[src/rtl/core/hps_pkg.sv]
`timescale 1ns / 1ps
// shared types and constants for the heatmap peak suppression core
package hps_pkg;

	localparam int POS_W   = 7;
	localparam int SCORE_W = 16;
	localparam int COUNT_W = 11;

	localparam logic [SCORE_W-1:0] THRESH_RESET = 16'd13107;
	localparam int NEAR_ROWS = 2;

	typedef enum logic [1:0] {
		REQ_WRITE = 2'd0,
		REQ_RUN   = 2'd1,
		REQ_READ  = 2'd2,
		REQ_NONE  = 2'd3
	} req_t;

	typedef enum logic [3:0] {
		ST_IDLE,
		ST_WRITE,
		ST_READ,
		ST_SCAN,
		ST_DRAIN,
		ST_I_CHECK,
		ST_I_LOAD,
		ST_I_SCORE,
		ST_J_CHECK,
		ST_J_LOAD,
		ST_J_TEST,
		ST_RESP
	} state_t;

	typedef struct packed {
		logic accept;
		logic do_write;
		logic do_read;
		logic scan_step;
		logic cand_rd_i;
		logic cand_rd_j;
		logic i_load;
		logic i_score;
		logic j_load;
		logic pair_step;
		logic i_next;
		logic respond;
	} cmd_t;

	typedef struct packed {
		logic scan_last;
		logic i_done;
		logic j_done;
		logic brk;
	} status_t;

endpackage

[src/rtl/core/hps_ctrl.sv]
`timescale 1ns / 1ps
// controller state machine for the heatmap peak suppression core
module hps_ctrl (
	input  logic             clk,
	input  logic             arst_n,
	input  logic             start,
	input  hps_pkg::req_t    req_type,
	input  hps_pkg::status_t status,
	output logic             busy,
	output hps_pkg::cmd_t    cmd
);
	import hps_pkg::*;

	state_t state_q;
	state_t state_nx;

	always_ff @(posedge clk or negedge arst_n) begin
		if (!arst_n) begin
			state_q <= ST_IDLE;
		end else begin
			state_q <= state_nx;
		end
	end

	always_comb begin
		state_nx = state_q;
		unique case (state_q)
			ST_IDLE: begin
				if (start) begin
					unique case (req_type)
						REQ_WRITE: state_nx = ST_WRITE;
						REQ_READ:  state_nx = ST_READ;
						REQ_RUN:   state_nx = ST_SCAN;
						default:   state_nx = ST_RESP;
					endcase
				end
			end
			ST_WRITE:   state_nx = ST_RESP;
			ST_READ:    state_nx = ST_RESP;
			ST_SCAN: begin
				if (status.scan_last) state_nx = ST_DRAIN;
			end
			ST_DRAIN:   state_nx = ST_I_CHECK;
			ST_I_CHECK: state_nx = status.i_done ? ST_RESP : ST_I_LOAD;
			ST_I_LOAD:  state_nx = ST_I_SCORE;
			ST_I_SCORE: state_nx = ST_J_CHECK;
			ST_J_CHECK: state_nx = status.j_done ? ST_I_CHECK : ST_J_LOAD;
			ST_J_LOAD:  state_nx = ST_J_TEST;
			ST_J_TEST:  state_nx = status.brk ? ST_I_CHECK : ST_J_CHECK;
			ST_RESP:    state_nx = ST_IDLE;
			default:    state_nx = ST_IDLE;
		endcase
	end

	always_comb begin
		cmd  = '0;
		busy = 1'b1;
		unique case (state_q)
			ST_IDLE: begin
				busy       = 1'b0;
				cmd.accept = start;
			end
			ST_WRITE:   cmd.do_write  = 1'b1;
			ST_READ:    cmd.do_read   = 1'b1;
			ST_SCAN:    cmd.scan_step = 1'b1;
			ST_DRAIN:   ;
			ST_I_CHECK: cmd.cand_rd_i = !status.i_done;
			ST_I_LOAD:  cmd.i_load    = 1'b1;
			ST_I_SCORE: cmd.i_score   = 1'b1;
			ST_J_CHECK: begin
				cmd.cand_rd_j = !status.j_done;
				cmd.i_next    = status.j_done;
			end
			ST_J_LOAD:  cmd.j_load    = 1'b1;
			ST_J_TEST: begin
				cmd.i_next    = status.brk;
				cmd.pair_step = !status.brk;
			end
			ST_RESP:    cmd.respond   = 1'b1;
			default:    ;
		endcase
	end

endmodule

[config.mk]
export PLATFORM = sky130hd
export DESIGN_NAME = hps_ctrl
export DESIGN_NICKNAME = d
export VERILOG_FILES = /design/src/rtl/core/hps_pkg.sv /design/src/rtl/core/hps_ctrl.sv
export SDC_FILE = /design/constraint.sdc
export NUM_CORES = 1
export LEC_CHECK = 0
export BUFFER_PORTS_ARGS = -buffer_cell sky130_fd_sc_hd__buf_2
export CAP_MARGIN = 20
export CORE_MARGIN = 3
export CORE_UTILIZATION = 25
export DETAILED_ROUTE_END_ITERATION = 10
export GPL_ROUTABILITY_DRIVEN = 0
export SETUP_SLACK_MARGIN = 0.3
export SYNTH_ARGS = -nofsm -noshare
export SYNTH_HDL_FRONTEND = slang
export SYNTH_SLANG_ARGS = --single-unit
[constraint.sdc]
create_clock -name clk -period 2.2 [get_ports clk]
set_clock_uncertainty 0.05 [all_clocks]
set_input_delay 0.11 -clock clk [delete_from_list [all_inputs] [get_ports clk]]
set_output_delay 0.11 -clock clk [all_outputs]
set_load 0.02 [all_outputs]
==> results by group <==
Global routing
  – GRT Overall Usage: 11.0%
  – GR met3 Demand/Resource: 3.37%
  – Met1 usage: 14.4%
  – GRT met2 Usage: 16.7%
  – Initial antenna violation count: 0
  – Number of global-route vias before repair: 489
  – GRT busiest layer: met2
  – Largest net degree at the start of global routing: 16
  – Global route overflow: 0
  – First-pass GRT wire length: 2.13 mm

Hold path
  – Min-Delay Startpoint: status[3]
  – Min-delay worst type: input port to flop
  – Hold path endpoint: state_q[1]
  – Hold path depth: 3

Setup path
  – CP max stage cell: dfrtp_2
  – Reg2reg end: state_q[0]
  – R2r startpoint: state_q[3]
  – Crit end category: output pin
  – Critical path class: flop to output pin
  – Maximum fanout along the worst path: 15
  – CP Cell Sequence: or2_4, or3_4, nor2_1, buf_2
  – Worst Path Required: 2.04 ns
  – Buffers & Inverters on Critical Path: 1
  – Crit path launch type: flop
  – Worst path max stage delay: 0.48 ns
  – Critical Path AT: 1.62 ns
  – Reg2reg setup slack: 0.59 ns
  – Critical path's top delay family: simple AND/OR/NAND/NOR gates
  – Reg2Reg Depth: 4

Yosys
  – Synth Area in Adders: 0%
  – Netlist cell types: 30
  – Mux cell area share after synthesis: 2.21%
  – Most common library cells after synthesis: 14 x nor2_1, 4 x buf_2, 4 x dfrtp_1, 4 x nor3_1
  – Syn. warnings: 0
  – Mean area per synthesized cell: 7.08 sq um
  – Post-synth top area cell: dfrtp_1
  – Ys flop type: dfrtp_1
  – Asr flop ratio synth: 100%
  – Synth Area in XOR/XNOR: 0%
  – Post-synthesis compound-gate area fraction: 30.4%
  – Synth top area cells: dfrtp_1 22%, nor2_1 12%, o211ai_4 4.7%
  – Mapped Area: 453 sq um
  – Syn nets: 73
  – Simple-gate area share of the yosys netlist: 36.7%
  – Gate Count Post-Synth: 64
  – Top-count cell post-synth: nor2_1
  – Sequential element share of the synthesized area: 22.1%
  – EDFF count, synth: 0
  – Synth top area share: 22.1%
  – Flops & latches, synth: 4
  – Main combinational cell family by area after synthesis: simple AND/OR/NAND/NOR gates

Timing
  – Achievable Freq: 561 MHz
  – Post-layout min period: 1.78 ns
  – Actual slew at the worst max-slew pin: 0.371 ns
  – Final Setup Violations: 0
  – Final Max Slew Viols: 0
  – RSZ-0062 raised after global routing: no
  – Final hold slack: 0.148 ns
  – Setup TNS: 0 ns
  – Period utilization: 81.1%
  – Final hold viol count: 0
  – Slew HR: 74.6%

CTS
  – Post-CTS Repair Setup Buffers: 0
  – Clock Sinks: 4
  – Num CTS Buffers: 3
  – Worst-path clk slew: 0.04 ns
  – Bufs on Longest Clock Path: 2
  – CTS tree: yes
  – Clk_lat worst skew: 0.23 ns
  – H-tree Lvls: 1
  – Root buffer cell: clkbuf_4

Detailed routing
  – Final wirelength: 1.19 mm
  – DRC viols: 0
  – Via count: 518
  – Drt wl/cell: 11.0 microns
  – 1st-iter DRT viols: 15
  – Drt pass-1 iters: 4
  – Antenna viol nets, final: 0
  – Vias/cell: 4.80

Power and ir drop
  – Leak Pwr: 0.297 nW
  – PwrDens: 1400 nW/um^2
  – Max VDD drop: 0.536 mV

Final layout
  – Multi-input logic area: 317 sq um
  – Synth-to-Final Area Change: 32.9%
  – Biggest registers after layout: state_q (4)
  – N_diodes: 0
  – Share of layout cells above drive strength 1: 35.7%
  – Biggest register: state_q
  – Final nets: 95
  – Register area: 103 sq um
  – Max reg flops: 4
  – Fillcell total: 197

Floorplanning
  – Die Y-Extent: 48.6 microns
  – Core ar.: 1610 sq um
  – Initial Util: 28.1%
  – Die Width: 48.6 microns
  – Die Footprint: 2360 sq um
  – Std-Cell Rows: 14
  – Num ports: 22

Run
  – Number of max-cap violations: 0

Placement
  – HPWL Detailed: 953 microns
  – # port buffers: 21

Run status
  – Status: completed
==> worst reg2reg max path: stages, from the launching register on <==
cell,delay [ns]
dfrtp_2,0.48
or2_4,0.30
or3_4,0.36
o211ai_4,0.20
o21ai_1,0.10
==> how the worst max path moves through the flow <==
stage | start | to | cells past startpoint | slack (ns)
after floorplan | state_q[3] | state_q[2] | 4 | 0.41
after global placement | state_q[2] | state_q[1] | 4 | 0.54
after detailed placement | state_q[2] | state_q[1] | 4 | 0.51
after CTS | state_q[2] | cmd[11] | 4 | 0.32
after global routing | state_q[2] | cmd[11] | 4 | 0.32
final | state_q[3] | cmd[11] | 4 | 0.42
==> placed cells by master, fill, tap and decap left out <==
cell type	n
buf_2	21
nor2_1	14
nor3_1	4
nand2b_1	3
inv_1	3
a21oi_1	3
o21ai_1	3
clkbuf_4	3
nand2_1	2
nor4b_1	2
o21bai_1	2
a211oi_1	2
dfrtp_1	2
dfrtp_2	2
or2_4	1
or3_4	1
mux2i_1	1
or2b_1	1
nor4_1	1
o211ai_4	1
nor2b_1	1
a2111oi_0	1
or3_1	1
o211a_1	1
a2bb2oi_1	1
o22a_1	1
inv_2	1
and3_1	1
a311oi_1	1
o21ai_0	1
a31oi_1	1
dlygate4sd3_1	1
==> kinds of logic (layout without fill, tap and decap cells) <==
kind of cell / after synthesis / count (layout)
simple gates: 32 / 32
flops: 4 / 4
buf+inv: 9 / 29
compound gates: 18 / 18
mux: 1 / 1
==> per-stage QoR <==
stage	power, W	utilization (%)	instance area, sq um	cells	setup WS [ns]
floorplan	0.000627	-	453	64	0.409
global placement	0.000740	35.0	564	104	0.544
detailed placement	0.000741	35.0	564	104	0.509
CTS	0.000835	37.0	597	108	0.322
global route	0.000934	37.3	602	108	0.317
finish	0.000840	37.3	602	108	0.416
==> area by class of cell <==
cell class	count	area share (%)
Timing Repair Buffer	22	19.1
Clock buffer	3	3.74
Inverter	4	2.49
Sequential cell	4	17.0
Tap cell	24	4.99
Multi-Input combinational cell	51	52.6
==> routing by layer <==
metal	wire, microns	vias up	part of all wire, %
li1	-	271	-
met1	572	224	48
met2	522	21	44
met3	81	2	6.8
met4	12	0	1.0
met5	0	-	0
==> repair_timing <==
action	in CTS	in global routing
endpoints found under the hold margin	4	0
hold buffers	1	0
endpoints found under the setup margin	0	2
gates resized for setup	0	3
==> report_power, final <==
part           switching, W  internal [W]  total (W)
logic              0.000295      0.000229   0.000525
registers          0.000115      0.000113   0.000228
clock network     0.0000266     0.0000608  0.0000874
total              0.000437      0.000403   0.000840
(Power assumes the default switching activity.)
